**src/rtl/oqkr_pkg.sv**
```systemverilog
// Shared constants and codes for the ordered queue with keyed remove.
package oqkr_pkg;

    localparam int DEPTH_DEF       = 16;
    localparam int VALUE_WIDTH_DEF = 32;

    localparam int REQ_W    = 3;
    localparam int IN_VAL_W = 32;
    localparam int OUT_W    = 32;
    localparam int STATUS_W = 2;

    localparam logic [REQ_W-1:0] REQ_PUSH   = 3'd0;
    localparam logic [REQ_W-1:0] REQ_POP    = 3'd1;
    localparam logic [REQ_W-1:0] REQ_INSERT = 3'd2;
    localparam logic [REQ_W-1:0] REQ_REMOVE = 3'd3;
    localparam logic [REQ_W-1:0] REQ_LOOKUP = 3'd4;

    localparam logic [STATUS_W-1:0] ST_OK        = 2'd0;
    localparam logic [STATUS_W-1:0] ST_EMPTY     = 2'd1;
    localparam logic [STATUS_W-1:0] ST_NOT_FOUND = 2'd2;
    localparam logic [STATUS_W-1:0] ST_FULL      = 2'd3;

endpackage

```
**src/rtl/ordered_queue_with_keyed_remove_core.sv**
```systemverilog
// Ordered queue with keyed remove: one entry memory and a scanning sequencer.
// Push, full, empty-pop and unused codes: busy stays low and the registered
// result strobe rises at the accepting edge. Pop, insert, remove and lookup
// scan one entry per cycle; the result strobe rises in the same cycle that
// busy falls. Reset clears the count and control state, not the entry memory.
// The receiver cannot stall.
module ordered_queue_with_keyed_remove_core #(
    parameter int DEPTH       = oqkr_pkg::DEPTH_DEF,
    parameter int VALUE_WIDTH = oqkr_pkg::VALUE_WIDTH_DEF,
    parameter int CW          = $clog2(DEPTH + 1)
) (
    input  logic                          i_clk,
    input  logic                          i_rst_n,
    input  logic                          start,
    output logic                          busy,
    input  logic [oqkr_pkg::REQ_W-1:0]    i_req_type,
    input  logic [oqkr_pkg::IN_VAL_W-1:0] i_value,
    input  logic                          i_cfg_valid,
    output logic                          o_cfg_ready,
    input  logic                          i_cfg_data,
    output logic                          o_done,
    output logic [oqkr_pkg::STATUS_W-1:0] o_status,
    output logic [oqkr_pkg::OUT_W-1:0]    o_out_value,
    output logic [CW-1:0]                 o_entry_count
);
    import oqkr_pkg::*;

    localparam int AW = $clog2(DEPTH);

    localparam logic [1:0] S_IDLE = 2'd0;
    localparam logic [1:0] S_SCAN = 2'd1;

    typedef logic [VALUE_WIDTH-1:0] t_val;

    t_val r_mem [DEPTH];
    t_val r_rd_data;

    logic [1:0]          r_state, n_state;
    logic [CW-1:0]       r_count, n_count;
    logic [CW-1:0]       r_ptr, n_ptr;
    logic                r_dv, n_dv;
    logic [AW-1:0]       r_didx, n_didx;
    logic                r_hit, n_hit;
    logic [REQ_W-1:0]    r_op, n_op;
    t_val                r_val, n_val;
    t_val                r_carry, n_carry;
    t_val                r_res, n_res;
    logic [STATUS_W-1:0] r_status, n_status;
    logic                r_done, n_done;
    logic                r_signed;

    logic          mem_we;
    logic [AW-1:0] mem_waddr;
    t_val          mem_wdata;
    t_val          in_val;
    t_val          flip;
    logic          lt;
    logic          match;

    assign in_val = VALUE_WIDTH'(i_value);
    assign flip   = t_val'(r_signed) << (VALUE_WIDTH - 1);
    assign lt     = (r_rd_data ^ flip) < (r_val ^ flip);
    assign match  = (r_op == REQ_POP) ? (r_didx == '0) : (r_rd_data == r_val);

    always_comb begin
        n_state   = r_state;
        n_count   = r_count;
        n_ptr     = r_ptr;
        n_dv      = 1'b0;
        n_didx    = r_didx;
        n_hit     = r_hit;
        n_op      = r_op;
        n_val     = r_val;
        n_carry   = r_carry;
        n_res     = r_res;
        n_status  = r_status;
        n_done    = 1'b0;
        mem_we    = 1'b0;
        mem_waddr = r_count[AW-1:0];
        mem_wdata = r_val;

        case (r_state)
            S_IDLE: begin
                if (start) begin
                    n_res    = '0;
                    n_status = ST_OK;
                    n_op     = i_req_type;
                    n_val    = in_val;
                    n_ptr    = '0;
                    n_hit    = 1'b0;
                    case (i_req_type)
                        REQ_PUSH: begin
                            n_done = 1'b1;
                            if (r_count >= CW'(DEPTH)) begin
                                n_status = ST_FULL;
                            end else begin
                                mem_we    = 1'b1;
                                mem_waddr = r_count[AW-1:0];
                                mem_wdata = in_val;
                                n_count   = CW'(r_count + 1'b1);
                            end
                        end
                        REQ_POP: begin
                            if (r_count == '0) begin
                                n_done   = 1'b1;
                                n_status = ST_EMPTY;
                            end else begin
                                n_state = S_SCAN;
                            end
                        end
                        REQ_INSERT: begin
                            if (r_count >= CW'(DEPTH)) begin
                                n_done   = 1'b1;
                                n_status = ST_FULL;
                            end else begin
                                n_state = S_SCAN;
                            end
                        end
                        REQ_REMOVE, REQ_LOOKUP: begin
                            n_state = S_SCAN;
                        end
                        default: begin
                            n_done = 1'b1;
                        end
                    endcase
                end
            end
            S_SCAN: begin
                // Reads run one entry ahead of the data being processed, so a
                // write during the scan targets an entry that has already been read.
                if (r_ptr < r_count) begin
                    n_ptr  = CW'(r_ptr + 1'b1);
                    n_dv   = 1'b1;
                    n_didx = r_ptr[AW-1:0];
                end
                if (r_dv) begin
                    case (r_op)
                        REQ_INSERT: begin
                            if (!r_hit && lt) begin
                                mem_we    = 1'b1;
                                mem_waddr = r_didx;
                                mem_wdata = r_val;
                                n_hit     = 1'b1;
                                n_carry   = r_rd_data;
                            end else if (r_hit) begin
                                mem_we    = 1'b1;
                                mem_waddr = r_didx;
                                mem_wdata = r_carry;
                                n_carry   = r_rd_data;
                            end
                        end
                        REQ_POP, REQ_REMOVE: begin
                            if (!r_hit && match) begin
                                n_hit = 1'b1;
                                n_res = r_rd_data;
                            end else if (r_hit) begin
                                mem_we    = 1'b1;
                                mem_waddr = AW'(r_didx - 1'b1);
                                mem_wdata = r_rd_data;
                            end
                        end
                        default: begin
                            if (!r_hit && match) begin
                                n_hit = 1'b1;
                                n_res = r_rd_data;
                            end
                        end
                    endcase
                end else if (r_ptr >= r_count) begin
                    n_state = S_IDLE;
                    n_done  = 1'b1;
                    case (r_op)
                        REQ_INSERT: begin
                            mem_we    = 1'b1;
                            mem_waddr = r_count[AW-1:0];
                            mem_wdata = r_hit ? r_carry : r_val;
                            n_count   = CW'(r_count + 1'b1);
                        end
                        REQ_POP, REQ_REMOVE: begin
                            if (r_hit) begin
                                n_count = CW'(r_count - 1'b1);
                            end else begin
                                n_status = ST_NOT_FOUND;
                            end
                        end
                        default: begin
                            if (!r_hit) begin
                                n_status = ST_NOT_FOUND;
                            end
                        end
                    endcase
                end
            end
            default: begin
                n_state = S_IDLE;
            end
        endcase
    end

    always_ff @(posedge i_clk) begin
        if (mem_we) begin
            r_mem[mem_waddr] <= mem_wdata;
        end
        r_rd_data <= r_mem[r_ptr[AW-1:0]];
    end

    always_ff @(posedge i_clk) begin
        if (!i_rst_n) begin
            r_state  <= S_IDLE;
            r_count  <= '0;
            r_dv     <= 1'b0;
            r_done   <= 1'b0;
            r_signed <= 1'b1;
        end else begin
            r_state <= n_state;
            r_count <= n_count;
            r_dv    <= n_dv;
            r_done  <= n_done;
            if (i_cfg_valid && o_cfg_ready) begin
                r_signed <= i_cfg_data;
            end
        end
    end

    always_ff @(posedge i_clk) begin
        r_ptr    <= n_ptr;
        r_didx   <= n_didx;
        r_hit    <= n_hit;
        r_op     <= n_op;
        r_val    <= n_val;
        r_carry  <= n_carry;
        r_res    <= n_res;
        r_status <= n_status;
    end

    assign busy          = (r_state != S_IDLE);
    assign o_cfg_ready   = 1'b1;
    assign o_done        = r_done;
    assign o_status      = r_status;
    assign o_out_value   = OUT_W'(r_res);
    assign o_entry_count = r_count;

endmodule

```
**config.mk**
```make
export PLATFORM = sky130hd
export DESIGN_NAME = ordered_queue_with_keyed_remove_core
export DESIGN_NICKNAME = d
export VERILOG_FILES = /design/src/rtl/oqkr_pkg.sv /design/src/rtl/ordered_queue_with_keyed_remove_core.sv
export SDC_FILE = /design/constraint.sdc
export NUM_CORES = 1
export LEC_CHECK = 0
export BUFFER_PORTS_ARGS = -buffer_cell sky130_fd_sc_hd__buf_2
export CORE_MARGIN = 3
export CORE_UTILIZATION = 47
export DETAILED_ROUTE_END_ITERATION = 7
export HOLD_SLACK_MARGIN = 0.05
export PLACE_DENSITY = 0.66
export SLEW_MARGIN = 5
export SYNTH_ARGS = -nofsm -noshare
export SYNTH_HDL_FRONTEND = slang
export SYNTH_SLANG_ARGS = --single-unit
```
**constraint.sdc**
```tcl
create_clock -name i_clk -period 8.6 [get_ports i_clk]
set_input_delay 0.86 -clock i_clk [delete_from_list [all_inputs] [get_ports i_clk]]
set_output_delay 0.86 -clock i_clk [all_outputs]
set_load 0.05 [all_outputs]
```
Yosys cells after proc, flatten, opt, wreduce, memory -nomap -nowiden
Memory sizes are Yosys's and may differ from the RTL's. A register that Yosys moved wholly into a read port is not among the register bits. Index checks and enable logic that the tools add are counted.

$mul: 0. Div/mod/pow operators: 0. Add/subtract/negate cells: 4. Eq/ne operators: 26. Bitwise logic cells: 2. Shifts and indexed selects: 0. Reduce and logical (&&, ||, !) cells: 23. Multiplexer cells: 81. $lt $le $gt $ge: 4.

Operators with widths (count): two-way mux 32 bit (16); one-hot mux 32 bit (2 select lines) (3); XOR 32 bit (2); two-way mux 5 bit (8); == test 32 bit (1); less-than comparator 32 bit (1); one-hot mux 5 bit (2 select lines) (3); two-way mux 1 bit (24); two-way mux 4 bit (6); two-way mux 2 bit (11); != test 2 bit, second input constant (9); != test 3 bit, second input constant (6); == test 3 x 2 -> 1 bit, second input constant (4); one-hot mux 2 bit (2 select lines) (3); AND reduction 6 bit (2); adder 5 x 1 -> 5 bit, second input constant (2); AND reduction 5 bit (2); one-hot mux 1 bit (2 select lines) (4); one-hot mux 4 bit (2 select lines) (1); AND reduction 8 bit (1); == test 3 x 1 -> 1 bit, second input constant (2); one-hot mux 2 bit (3 select lines) (1); AND reduction 2 bit (3); nonzero test 2 bit (3); other kinds (19) (22).

Bits in registers: 121. ROM bits: 0. Bits in writable memories: 512. Logic and storage cells: 154. Memories: 1. Bits in latches: 0.

Memories: r_mem (depth 16, width 32, read ports 1, clocked after memory_dff 1, wr ports 1, RTL line ordered_queue_with_keyed_remove_core.sv:35) `t_val r_mem [DEPTH];`.

Logic depth before layout (Yosys ltp)
Gate-level depths: netlist of the first run.

Depth in word-level cells: 9. Mapped depth: 15.

Worst setup path after synthesis of the first run
No wires, ideal clock.

Path type: register to register. From: reg r_ptr[0]. To: mem r_mem[10][0] (netlist bit) (enable). Period minus slack after synthesis: 5.331 ns. Path buffers: 3. Data required time: 8.139 ns. Setup slack: 3.269 ns. Cell stages (with the launch flop): 14. Arrival: 4.869 ns. Cells stage by stage: edfxtp_1 -> clkbuf_1 -> clkbuf_1 -> buf_1 -> inv_1 -> ha_1 -> nor2b_1 -> o21a_1 -> o21ai_0 -> nand4_1 -> a31oi_1 -> o211ai_1 -> or3b_4 -> nor3_1.

Cells in the longest elaborated chain, start to end: 6.

Ends and longest elaborated chain: start: declaration (RTL line ordered_queue_with_keyed_remove_core.sv:40) `logic [CW-1:0] r_ptr, n_ptr;`; start signal: assignment (RTL line ordered_queue_with_keyed_remove_core.sv:226) `r_ptr <= n_ptr;`; greater-or-equal comparator 5 bit (RTL line ordered_queue_with_keyed_remove_core.sv:169) `end else if (r_ptr >= r_count) begin`; two-way mux 1 bit (RTL line ordered_queue_with_keyed_remove_core.sv:169); two-way mux 1 bit (RTL line ordered_queue_with_keyed_remove_core.sv:136) `if (r_dv) begin`; one-hot mux 1 bit (2 select lines) (RTL line ordered_queue_with_keyed_remove_core.sv:82) `case (r_state)`; two-way mux 1 bit (RTL line ordered_queue_with_keyed_remove_core.sv:201) `if (mem_we) begin`; two-way mux 1 bit (implied by the code) (RTL line ordered_queue_with_keyed_remove_core.sv:202) `r_mem[mem_waddr] <= mem_wdata;`; end: declaration (RTL line ordered_queue_with_keyed_remove_core.sv:35).

Every way passes these cells.

Final worst setup path of the first run
From: reg r_val[15]. To: mem r_mem[0][12] (netlist bit) (enable).

Cells in the longest elaborated chain, start to end: 9. Elaborated cells between the ends (all ways): 18. Those cells by class: order compare: 1; eq/ne: 1; mux: 13; bitwise: 1; reduce/logical: 2.

Ends and longest elaborated chain: start: declaration (RTL line ordered_queue_with_keyed_remove_core.sv:45) `t_val r_val, n_val;`; start signal: assignment (RTL line ordered_queue_with_keyed_remove_core.sv:230) `r_val <= n_val;`; XOR 32 bit / == test 32 bit (equally long branches) (RTL line ordered_queue_with_keyed_remove_core.sv:62, ordered_queue_with_keyed_remove_core.sv:63); less-than comparator 32 bit / two-way mux 1 bit (equally long branches) (RTL line ordered_queue_with_keyed_remove_core.sv:62, ordered_queue_with_keyed_remove_core.sv:63); logical AND 1 bit, on equally long branches (RTL line ordered_queue_with_keyed_remove_core.sv:139, ordered_queue_with_keyed_remove_core.sv:153); two-way mux 1 bit, on equally long branches (RTL line ordered_queue_with_keyed_remove_core.sv:139, ordered_queue_with_keyed_remove_core.sv:153); one-hot mux 1 bit (2 select lines) (RTL line ordered_queue_with_keyed_remove_core.sv:137) `case (r_op)`; two-way mux 1 bit (RTL line ordered_queue_with_keyed_remove_core.sv:136); one-hot mux 1 bit (2 select lines) (RTL line ordered_queue_with_keyed_remove_core.sv:82); two-way mux 1 bit (RTL line ordered_queue_with_keyed_remove_core.sv:201); two-way mux 1 bit (implied by the code) (RTL line ordered_queue_with_keyed_remove_core.sv:202).

Parallel ways exist; a longest one is shown, timed or not.

==> results of run 1 <==
==> power groups by stage <==
| stage | registers (mW) | logic, mW | clock network (mW) |
|---|---|---|---|
| floorplan | 3.85 | 0.451 | 0 |
| global placement | 3.81 | 0.701 | 0 |
| detailed placement | 3.81 | 0.715 | 0 |
| CTS | 3.75 | 0.717 | 3.01 |
| global route | 3.75 | 0.775 | 3.15 |
| finish | 3.75 | 0.714 | 2.95 |
==> per-stage QoR <==
| step | worst slack (ns) | power [mW] |
|---|---|---|
| floorplan | 3.269 | 4.299 |
| global placement | 3.929 | 4.509 |
| detailed placement | 3.747 | 4.529 |
| CTS | 3.717 | 7.473 |
| global route | 3.410 | 7.677 |
| finish | 3.772 | 7.414 |
==> state kept, by name, indices dropped and copies added, names as in the netlist <==
register / count
r_carry: 32
r_signed: 1
o_done: 1
o_out_value: 32
r_state: 1
r_op: 3
r_dv: 1
o_entry_count: 5
r_hit: 1
r_val: 32
r_mem: 512
r_ptr: 5
o_status: 2
r_rd_data: 32
r_didx: 4
==> cells by family after synthesis <==
group,Yosys count,share of synthesized area
muxes,202,0.1485
other,1,0.0001382
DFF,664,0.7196
adders and majority gates,42,0.01936
buffers and inverters,130,0.01835
xor gates and xnor gates,11,0.003827
and+or+nand+nor,151,0.03057
AOI/OAI and AO/OA,229,0.05966
==> area by class of cell <==
class / count / area [µm²]
multi-input cells: 636 / 7231
flip-flops and latches: 664 / 19530
well taps: 756 / 945.9
fillers: 4294 / 25780
diodes: 2 / 5.005
repair buffers: 132 / 803.3
inverters: 47 / 176.4
clock buffers: 98 / 2001
clock inverters: 27 / 242.7
==> layout by cell type (no fill, tap or decap), drive strengths merged, types with 3 or more instances in the layout <==
cell type	Yosys	layout
nand2b	4	4
nand4	9	9
clkinv	0	19
o22ai	28	28
o21ai	47	47
o21a	7	7
a21oi	46	46
o311a	25	25
a22oi	5	5
a31oi	5	5
a22o	36	36
clkinvlp	0	3
and2	40	40
buf	21	132
edfxtp	623	623
nor2	20	20
o211ai	8	8
mux2i	36	36
nand3	7	7
xnor2	9	9
clkbuf	62	98
mux2	6	6
ha	42	42
bufinv	0	4
mux4	160	160
a21o	5	5
nand2	28	28
dfxtp	41	41
nor3	22	22
inv	47	48
and3	4	4
nor2b	5	5
==> per-layer routing <==
metal,wire (µm),share of wire,up-vias
met5,0,0,-
met4,2128,0.031,0
met3,6157,0.091,144
met2,31350,0.46,710
met1,28130,0.42,7698
li1,-,-,6139
==> worst max path at each step <==
stage | endpoint | slack, ns | depth (start not counted)
6_report | r_mem[0][12]$_DFFE_PP_ | 3.77 | 11
5_1_grt | r_mem[14][16]$_DFFE_PP_ | 3.41 | 10
4_1_cts | r_mem[13][5]$_DFFE_PP_ | 3.72 | 10
3_5_place_dp | r_mem[1][5]$_DFFE_PP_ | 3.75 | 10
3_3_place_gp | r_mem[1][29]$_DFFE_PP_ | 3.93 | 10
2_1_floorplan | r_mem[10][0]$_DFFE_PP_ | 3.27 | 13
==> impl_results.md, run 1 <==
- Clock Skew: 0.02043 ns
- Largest net degree at the start of global routing: 104
- Ys flop type: sky130_fd_sc_hd__edfxtp_1
- Starting Density: 0.4785
- Worst Path Buf+Inv: 2
- Tot GR Track Use: 0.2275
- Final number of hold-violating endpoints: 0
- Post-synth ARST share: 0
- Delay of the slowest critical-path stage: roughly 0.70 ns
- Most Used Layer, Global Route: met2
- Via count: roughly 15000
- Largest vdd supply drop: around 0.13 mV
- Routed len/inst: 28.69 µm
- Number of global-route vias before repair: roughly 15000
- Met1 usage in global routing: 0.3260
- Horiz. Die Dim: about 250 µm
- Final standard cell utilization of the core: 0.5455
- Post_cts resized: 0
- Vertical die dimension: around 250 µm
- Sw Pwr: roughly 1.7 mW
- Class of the most critical setup path: reg2reg
- Switching Fraction: 0.2317
- Highest attainable clock frequency: just over 200 MHz
- Final setup violation count: 0
- Endpoint of the most critical register-to-register path: r_mem[0][12]$_DFFE_PP_
- GP Congestion: between 0.8 and 0.9
- Vias per Instance: just over 6
- Number of buffers added by the clock tree synthesis step: between 60 and 70
- Number of synthesis warnings: 0
- Met3 demand-to-capacity share in global routing: 0.05475
- Top cell type's share of synthesized area: 0.6893
- Placed Area: ~29000 µm²
- Core region area: roughly 57000 µm²
- Overflow left after global routing: 0
- Family with the most delay on the worst path: simple AND/OR/NAND/NOR gates
- Endpoint of the worst hold-timing path: r_val[20]$_DFFE_PP_
- Number of DRC violations after detailed-routing iteration 0: 1586
- First-pass GRT wire length: around 99 mm
- Max Root-Sink Buffers: 3
- Number of synthesized register bits: around 660
- Flop pwr share: 0.506
- Endpoint required time on the critical path: between 8 and 9 ns
- Class of the tightest hold or removal check: in2reg
- Design area: slightly above 30000 µm²
- Post-route DRC violation count: 0
- Hold Path Origin: i_value[20]
- Setup Buffers After CTS: 0
- Biggest area consumer among synthesized cells: sky130_fd_sc_hd__edfxtp_1
- Synthesized area: about 27000 µm²
- First drt pass iteration count: 5
- Worst-margin pin slew: about 1.2 ns
- Hold slack final: approximately 0.48 ns
- Number of antenna violations at the first check in global routing: 2
- Count of distinct cell types in the synthesized netlist: 69
- RSZ-0062 raised after global routing: false
- Sort of element at the start of the critical path: register
- Logic pwr share: 0.096
- Final critical-path share of the clock period: 0.5614
- Fraction of layout instances using a drive strength above 1: 0.2718
- CTS tree: done
- Post-placement cell count: about 2200
- Number of hold buffers added after cts: 0
- Layout net count: roughly 1600
- Fraction of met2 tracks used by global routing: 0.3439
- Cells traversed along the worst timing path: inv_1 > ha_1 > nand4_1 > nor4_1 > o21ai_0 > a311oi_2 > or2_1 > mux2i_1 > o221ai_2 > nor3_2 > buf_4
- Clock latency at the later pin of the worst-skew pair: ~0.60 ns
- Area growth syn-to-layout: 13.99%
- Reg2Reg Launch Point: r_val[15]$_DFFE_PP_
- Number of enable flip-flop cells after synthesis: a little over 600
- Area contributors post-synth: sky130_fd_sc_hd__edfxtp_1, sky130_fd_sc_hd__mux4_2, sky130_fd_sc_hd__dfxtp_1
- Synthesized netlist net count: 1512
- Library cell used as clock root buffer: sky130_fd_sc_hd__clkbuf_16
- Worst hold stages: 1
- Most frequent cells after synthesis: sky130_fd_sc_hd__edfxtp_1, sky130_fd_sc_hd__mux4_2, sky130_fd_sc_hd__clkbuf_1
- Per-instance average area after synthesis: 18.98 µm²
- Internal Pwr Total: 5.696 mW
- Tmin final: 4.828 ns
- Reported max-cap violation count: 0
- Result of the run: complete, no violations
- Count of input and output buffers: 80
- Area of the die: ~61000 µm²
- Post-route antenna net violation count: 0
- Fin. max-slew vios: 0
- Static Leak: between 10 and 15 nW
- Startpoint of the most critical setup path: r_val[15]$_DFFE_PP_
- Maximum level of the CTS H-tree: 3
- Number of cell instances on the worst register-to-register path: 11
- Standard-cell rows: 87
- Detailed placer's ending HPWL: roughly 38 mm
- Most frequent cell after synthesis: sky130_fd_sc_hd__edfxtp_1
- Portion of the post-synthesis area used by sequential elements: 0.7196
- Relative slew slack: 0.2101
- Number of standard cells in the layout, taps in and fillers out: approximately 2400
- Clk sinks: ~660
- Slowest-stage cell, CP: sky130_fd_sc_hd__nor3_2
- Slack of the worst reg-to-reg path: 3.77 ns
- Element type at the critical path end: register
- Cells after Synth: approximately 1400
- Clock Pin Slew Worst Setup and Hold Paths: about 0.06 ns
- CP arrival: 5.05 ns
- Share of power burned in the clock network: 0.398
- Aggregate routed wire length: ~68 mm
- Number of placed I/O pins: between 80 and 90
- Final total negative setup slack: 0 ns
- Power Density: between 200 and 250 nW/µm²
- Maximum fanout encountered on the critical timing path: 26
No activity file was read; power rests on OpenSTA's default activity.
==> inputs of run 2 (changes only) <==
ABC_AREA = 1   (was not set)
clock period = 4.75 ns   (was 8.6 ns; I/O delays follow)
==> run 2 against run 1 <==
Effect of this change:
- clock power increased by 86%
- clock-buffer cell count decreased by 17
- power increased by 91%
- via count increased by 31%
- core utilization decreased by 0.28 points
- global-route usage increased by 0.36 points
- synthesized cell count increased by 64%
- clock skew about the same
- worst setup slack got worse by 2.7 ns
- sequential cell count unchanged
- register-to-register slack got worse by 2.7 ns
- critical endpoint is now r_mem[5][21]$_DFFE_PP_
- highest routed layer unchanged
==> impl_results.md, run 2 <==
- Result of the run: complete, no violations
- Hold slack final: 0.07568 ns (-0.4021 ns)
- Hold Path Origin: i_value[21]
- Logic pwr share: 0.132 (+0.036)
- Sw Pwr: 3.754 mW (+120%)
- Most frequent cells after synthesis: sky130_fd_sc_hd__edfxtp_1, sky130_fd_sc_hd__nor2_1, sky130_fd_sc_hd__o21ai_0
- Starting Density: 0.4774 (-0.001143)
- Synthesized netlist net count: 2421 (+60%)
- Commonest cells after routing, fill and taps aside: sky130_fd_sc_hd__edfxtp_1, sky130_fd_sc_hd__nor2_1, sky130_fd_sc_hd__o21ai_0
- Via count: 19243 (+31%)
- Fin. max-slew vios: 0 (unchanged)
- Portion of the post-synthesis area used by sequential elements: 0.6905 (-0.02906)
- First drt pass iteration count: 6 (+1)
- Reported max-cap violation count: 0 (unchanged)
- Largest net degree at the start of global routing: 208 (+100%)
- Final number of hold-violating endpoints: 0 (unchanged)
- Class of the most critical setup path: reg2reg
- Clock Pin Slew Worst Setup and Hold Paths: 0.06 ns (about the same)
- Cells after Synth: 2339 (+64%)
- Final critical-path share of the clock period: 0.7811 (+0.2197)
- Number of synthesized register bits: 664 (unchanged)
- Number of cell instances on the worst register-to-register path: 5 (-6)
- Core region area: 59240 µm² (+4.5%)
- CP arrival: 3.95 ns (-1.10 ns)
- Area contributors post-synth: sky130_fd_sc_hd__edfxtp_1, sky130_fd_sc_hd__nor2_1, sky130_fd_sc_hd__o21ai_0
- Switching Fraction: 0.2649 (+0.03315)
- Count of input and output buffers: 80 (unchanged)
- Highest attainable clock frequency: 269.5 MHz (+30%)
- Maximum level of the CTS H-tree: 3 (unchanged)
- Tot GR Track Use: 0.2311 (+0.003594)
- Ys flop type: sky130_fd_sc_hd__edfxtp_1
- Max FFs per register: 512 (unchanged)
- Library cell used as clock root buffer: sky130_fd_sc_hd__clkbuf_16
- Count of distinct cell types in the synthesized netlist: 45 (-35%)
- Post-route antenna net violation count: 0 (unchanged)
- Per-instance average area after synthesis: 12.09 µm² (-36%)
- Synthesized area: 28280 µm² (+4.2%)
- Overflow left after global routing: 0 (unchanged)
- Area growth syn-to-layout: 13.68%
- Layout net count: 2499 (+53%)
- Vias per Instance: 5.928 (-4.7%)
- Tmin final: 3.710 ns (-1.118 ns)
- Vertical die dimension: 251.3 µm (+2.0%)
- GP Congestion: 0.8566 (+5.1%)
- Maximum fanout encountered on the critical timing path: 78 (+200%)
- Post-route DRC violation count: 0 (unchanged)
- Largest vdd supply drop: 0.4380 mV (+230%)
- Startpoint of the most critical setup path: r_hit$_DFFE_PP_
- Clock latency at the later pin of the worst-skew pair: 0.62 ns (+0.02 ns)
- Number of synthesis warnings: 0 (unchanged)
- Number of antenna violations at the first check in global routing: 4 (+2)
- Power Density: 440.9 nW/µm² (+84%)
- Leading cell type in the layout, fill and taps excluded: sky130_fd_sc_hd__edfxtp_1
- Routed len/inst: 22.68 µm (-21%)
- Max Root-Sink Buffers: 3 (unchanged)
- Endpoint required time on the critical path: 4.99 ns (-3.84 ns)
- Detailed placer's ending HPWL: 45.53 mm (+21%)
- Number of placed I/O pins: 82 (unchanged)
- Post-synth ARST share: 0 (unchanged)
- Final Power: 14.18 mW (+91%)
- Register name with the most flops: r_mem
- RSZ-0062 raised after global routing: false
- Static Leak: 11.29 nW (+9.9%)
- Top cell type's share of synthesized area: 0.6615 (-0.02784)
- Number of global-route vias before repair: 18644 (+26%)
- Final setup violation count: 0 (unchanged)
- Flop pwr share: 0.482 (-0.024)
- Post_cts resized: 0 (unchanged)
- Number of hold buffers added after cts: 20 (+20)
- Biggest area consumer among synthesized cells: sky130_fd_sc_hd__edfxtp_1
- Standard-cell rows: 89 (+2.3%)
- Fraction of layout instances using a drive strength above 1: 0.1225 (-0.1493)
- Number of buffers added by the clock tree synthesis step: 68 (-1.4%)
- Internal Pwr Total: 10.42 mW (+83%)
- Setup Buffers After CTS: 0 (unchanged)
- First-pass GRT wire length: 111.8 mm (+12%)
- CTS tree: done
- Antenna diodes: 0 (-2)
- Number of enable flip-flop cells after synthesis: 623 (unchanged)
- Number of DRC violations after detailed-routing iteration 0: 2215 (+40%)
- Class of the tightest hold or removal check: in2reg
- Sort of element at the start of the critical path: register
- Relative slew slack: 0.1946 (-0.01550)
- Final total negative setup slack: 0 ns (unchanged)
- Reg2Reg Launch Point: r_hit$_DFFE_PP_
- Aggregate routed wire length: 73.61 mm (+8.6%)
- Area of the die: 63150 µm² (+4.1%)
- Clk sinks: 664 (unchanged)
- Worst-margin pin slew: 1.200 ns (+0.01520 ns)
- Horiz. Die Dim: 251.3 µm (+2.0%)
- Share of power burned in the clock network: 0.387 (-0.011)
- Most frequent cell after synthesis: sky130_fd_sc_hd__edfxtp_1
- Clock Skew: 0.02024 ns (-0.0001988 ns)
- Critical Path Sink: r_mem[5][21]$_DFFE_PP_
- Endpoint of the most critical register-to-register path: r_mem[5][21]$_DFFE_PP_
- Slack of the worst reg-to-reg path: 1.04 ns (-2.73 ns)
- Element type at the critical path end: register
==> run 2: cell types whose count changed after synthesis, sizes merged, moves of 25 or more <==
cell / delta
o221ai: +72
mux4: -160
nor2: +420
o311a: -25
nand2: +187
a22o: -36
o22ai: -25
o32ai: +97
o21ai: +189
inv: +85
a21oi: +58
and2: -39
nand3: +80
clkbuf: +48
==> run 2: worst max-delay path, cell delays in order (launching register included) <==
cell and delay [ns]:
sky130_fd_sc_hd__edfxtp_1 0.39, sky130_fd_sc_hd__buf_4 0.67, sky130_fd_sc_hd__a21oi_1 0.37, sky130_fd_sc_hd__o21ai_0 0.73
sky130_fd_sc_hd__o32ai_1 0.16, sky130_fd_sc_hd__o21ai_1 0.95
==> run 2: routing by layer <==
layer  vias up  wire length [µm]  global-route usage
met3       148              6586             0.04149
met2       932             33290              0.3520
li1       8746                 -                   -
met4         0              2055             0.07426
met1      9417             31670              0.3394
met5         -                 0                   0
==> run 2: per-stage QoR <==
step	instances	setup WS, ns	utilization	area (µm²)
floorplan	2339	0.5707	-	28290
global placement	3100	1.193	0.5004	29640
detailed placement	3100	1.124	0.5004	29640
CTS	3246	1.102	0.5427	32150
global route	3246	0.7107	0.5427	32150
finish	3246	1.040	0.5427	32150
==> run 2: cell type report <==
cell class	count	area [µm²]
fillers	4907	27090
flip-flops and latches	664	19530
multi-input cells	1397	7812
clock buffers	81	1792
repair buffers	151	1021
well taps	773	967.2
clock inverters	45	515.5
inverters	135	511.7
==> run 2: cell families after synthesis <==
group	count (synthesis)	share of synthesized area
adders and majority gates	42	0.01858
other	1	0.0001326
xor gates and xnor gates	6	0.001858
muxes	49	0.01734
buffers and inverters	278	0.03844
and+or+nand+nor	757	0.1103
DFF	664	0.6905
AOI/OAI and AO/OA	542	0.1229
==> run 2: power by group through the flow <==
stage               Clock (mW)  Sequential (mW)  Combinational [mW]
floorplan                    0             7.01                1.07
global placement             0             6.94                1.79
detailed placement           0             6.95                1.83
CTS                       5.57             6.83                1.85
global route              5.81             6.84                2.03
finish                    5.48             6.83                1.87
==> run 2: worst min-delay path by stage <==
stage               slack, ns  depth (start not counted)                     to
finish                   0.08                          1    r_val[21]$_DFFE_PP_
detailed placement       0.48                          0  r_carry[27]$_DFFE_PP_
global route             0.06                          1    r_val[25]$_DFFE_PP_
CTS                      0.05                          1    r_val[29]$_DFFE_PP_
floorplan                0.45                          2  r_signed$_SDFFE_PN1P_
global placement         0.47                          0  r_carry[13]$_DFFE_PP_
==> inputs of run 3 (changes only) <==
clock period = 3.62 ns   (was 4.75 ns; I/O delays follow)
==> run 3 against run 2 <==
Effect of this change:
- sequential cell count is the same
- hold slack better by 0.41 ns
- maximum frequency up 16%
- sequential power rose by 31%
- worst setup slack got worse by 0.62 ns
- non-clock buffer count rose by 42
- register-to-register slack got worse by 0.62 ns
- power grew 31%
- routed wire length is 2.0% higher
- critical path type unchanged
==> impl_results.md, run 3 (same netlist as run 2, synthesis figures left out) <==
- Worst-margin pin slew: 1.091 ns (-0.1092 ns)
- Leading cell type in the layout, fill and taps excluded: sky130_fd_sc_hd__edfxtp_1
- Startpoint of the most critical setup path: r_val[23]$_DFFE_PP_
- Maximum level of the CTS H-tree: 3 (unchanged)
- Critical Path Sink: r_mem[4][18]$_DFFE_PP_
- First drt pass iteration count: 6 (unchanged)
- Element type at the critical path end: register
- Number of placed I/O pins: 82 (unchanged)
- Via count: 19462 (+1.1%)
- Final standard cell utilization of the core: 0.5509 (+0.008174)
- Switching Fraction: 0.2649 (about the same)
- Number of antenna violations at the first check in global routing: 2 (-2)
- Register name with the most flops: r_mem
- Starting Density: 0.4774 (unchanged)
- Post-route antenna net violation count: 0 (unchanged)
- Tot GR Track Use: 0.2369 (+0.005841)
- Final total negative setup slack: 0 ns (unchanged)
- Relative slew slack: 0.2727 (+0.07815)
- Number of cell instances on the worst register-to-register path: 13 (+8)
- Setup Buffers After CTS: 0 (unchanged)
- Final number of hold-violating endpoints: 0 (unchanged)
- Fraction of layout instances using a drive strength above 1: 0.1294 (+0.006893)
- Final critical-path share of the clock period: 0.8843 (+0.1032)
- Standard-cell rows: 89 (unchanged)
- Number of buffers added by the clock tree synthesis step: 71 (+4.4%)
- Post_cts resized: 0 (unchanged)
- Horiz. Die Dim: 251.3 µm (unchanged)
- Overflow left after global routing: 0 (unchanged)
- First-pass GRT wire length: 114.7 mm (+2.6%)
- CP arrival: 3.49 ns (-0.46 ns)
- Internal Pwr Total: 13.67 mW (+31%)
- Core region area: 59240 µm² (unchanged)
- Final setup violation count: 0 (unchanged)
- RSZ-0062 raised after global routing: false
- Post-route DRC violation count: 0 (unchanged)
- CTS tree: done
- Largest net degree at the start of global routing: 180 (-13%)
- Max FFs per register: 512 (unchanged)
- Fin. max-slew vios: 0 (unchanged)
- Detailed placer's ending HPWL: 46.70 mm (+2.6%)
- Post-placement cell count: 3124 (+0.77%)
- Count of input and output buffers: 80 (unchanged)
- Routed len/inst: 22.81 µm (+0.58%)
- Static Leak: 11.52 nW (+2.0%)
- Endpoint required time on the critical path: 3.91 ns (-1.08 ns)
- Sw Pwr: 4.926 mW (+31%)
- Sort of element at the start of the critical path: register
- Clk sinks: 664 (unchanged)
- Layout net count: 2544 (+1.8%)
- Endpoint of the most critical register-to-register path: r_mem[4][18]$_DFFE_PP_
- Number of global-route vias before repair: 18733 (+0.48%)
- GP Congestion: 0.9091 (+6.1%)
- Logic pwr share: 0.136 (+0.004)
- Reported max-cap violation count: 0 (unchanged)
- Class of the tightest hold or removal check: in2reg
- Commonest cells after routing, fill and taps aside: sky130_fd_sc_hd__edfxtp_1, sky130_fd_sc_hd__nor2_1, sky130_fd_sc_hd__o21ai_0
- Number of DRC violations after detailed-routing iteration 0: 2563 (+16%)
- Tmin final: 3.201 ns (-0.5093 ns)
- Reg2Reg Launch Point: r_val[23]$_DFFE_PP_
- Highest attainable clock frequency: 312.4 MHz (+16%)
- Maximum fanout encountered on the critical timing path: 25 (-68%)
- Area of the die: 63150 µm² (unchanged)
- Power Density: 569.7 nW/µm² (+29%)
- Vias per Instance: 5.910 (-0.31%)
- Flop pwr share: 0.481 (about the same)
- Max Root-Sink Buffers: 3 (unchanged)
- Class of the most critical setup path: reg2reg
- Result of the run: complete, no violations
- Library cell used as clock root buffer: sky130_fd_sc_hd__clkbuf_16
- Share of power burned in the clock network: 0.383 (-0.004)
- Area growth syn-to-layout: 15.40%
- Slack of the worst reg-to-reg path: 0.42 ns (-0.62 ns)
- Clock latency at the later pin of the worst-skew pair: 0.61 ns (about the same)
- Aggregate routed wire length: 75.11 mm (+2.0%)
- Vertical die dimension: 251.3 µm (unchanged)
- Clock Skew: 0.02410 ns (+0.003864 ns)
- Number of standard cells in the layout, taps in and fillers out: 3293 (+1.4%)
- Clock Pin Slew Worst Setup and Hold Paths: 0.06 ns (about the same)
- Largest vdd supply drop: 0.3576 mV (-18%)
[run 3: worst max-delay path, cell delays in order (launching register included)]
cell and delay, ns:
sky130_fd_sc_hd__edfxtp_1 0.38, sky130_fd_sc_hd__inv_1 0.16, sky130_fd_sc_hd__ha_1 0.28, sky130_fd_sc_hd__a21o_1 0.16, sky130_fd_sc_hd__nor2_1 0.19, sky130_fd_sc_hd__a21oi_2 0.10, sky130_fd_sc_hd__nor2_4 0.21, sky130_fd_sc_hd__nand2_4 0.10
sky130_fd_sc_hd__nand2_2 0.09, sky130_fd_sc_hd__nand3_1 0.13, sky130_fd_sc_hd__o211ai_4 0.15, sky130_fd_sc_hd__nand3_2 0.30, sky130_fd_sc_hd__nor2_4 0.36, sky130_fd_sc_hd__buf_12 0.26
[run 3: layout make-up]
cell class                      instances  area (µm²)
Sequential cell                       664       19530
Antenna cell                            1       2.502
Clock inverter                         36       291.5
Tap cell                              773       967.2
Multi-Input combinational cell       1397        7812
Inverter                              135       511.7
Clock buffer                           94        1999
Timing Repair Buffer                  193        1519
Fill cell                            4849       26610
[run 3: layer usage]
| metal | global-route usage | part of all wire | up-vias | wire, µm |
|---|---|---|---|---|
| met5 | 0 | 0.00017 | - | 13 |
| met4 | 0.07326 | 0.028 | 2 | 2093 |
| met3 | 0.04138 | 0.081 | 143 | 6095 |
| met2 | 0.3646 | 0.45 | 895 | 33820 |
| met1 | 0.3469 | 0.44 | 9603 | 33090 |
| li1 | - | - | 8819 | - |
[run 3: power groups by stage]
stage | combinational, mW | sequential (mW) | clock (mW)
2_1_floorplan | 1.41 | 9.20 | 0
3_3_place_gp | 2.42 | 9.09 | 0
3_5_place_dp | 2.47 | 9.10 | 0
4_1_cts | 2.51 | 8.94 | 7.25
5_1_grt | 2.74 | 8.96 | 7.57
6_report | 2.52 | 8.95 | 7.12
[run 3: what timing repair did]
item,4_1_cts,5_1_grt
endpoints found under the setup margin,0,0
hold endpoints to repair,41,0
hold buffers,38,0
[run 3: worst min path at each step]
stage                                startpoint                    end  slack (ns)  depth (start not counted)
after global routing                i_value[16]    r_val[16]$_DFFE_PP_        0.49                          2
after detailed placement  r_rd_data[26]$_DFF_P_  r_carry[26]$_DFFE_PP_        0.48                          0
after global placement    r_rd_data[23]$_DFF_P_  r_carry[23]$_DFFE_PP_        0.47                          0
after floorplan           r_signed$_SDFFE_PN1P_  r_signed$_SDFFE_PN1P_        0.45                          2
final                               i_value[16]    r_val[16]$_DFFE_PP_        0.49                          2
after CTS                           i_value[16]    r_val[16]$_DFFE_PP_        0.46                          2
[run 3: through the flow]
step | setup WS, ns | hold slack [ns] | instance area [µm²] | total power [mW]
2_1_floorplan | 0.04599 | 0.4470 | 28330 | 10.60
3_3_place_gp | 0.4796 | 0.4722 | 29960 | 11.51
3_5_place_dp | 0.4321 | 0.4847 | 29960 | 11.57
4_1_cts | 0.4011 | 0.4606 | 32630 | 18.70
5_1_grt | 0.1971 | 0.4861 | 32630 | 19.28
6_report | 0.4189 | 0.4877 | 32640 | 18.59
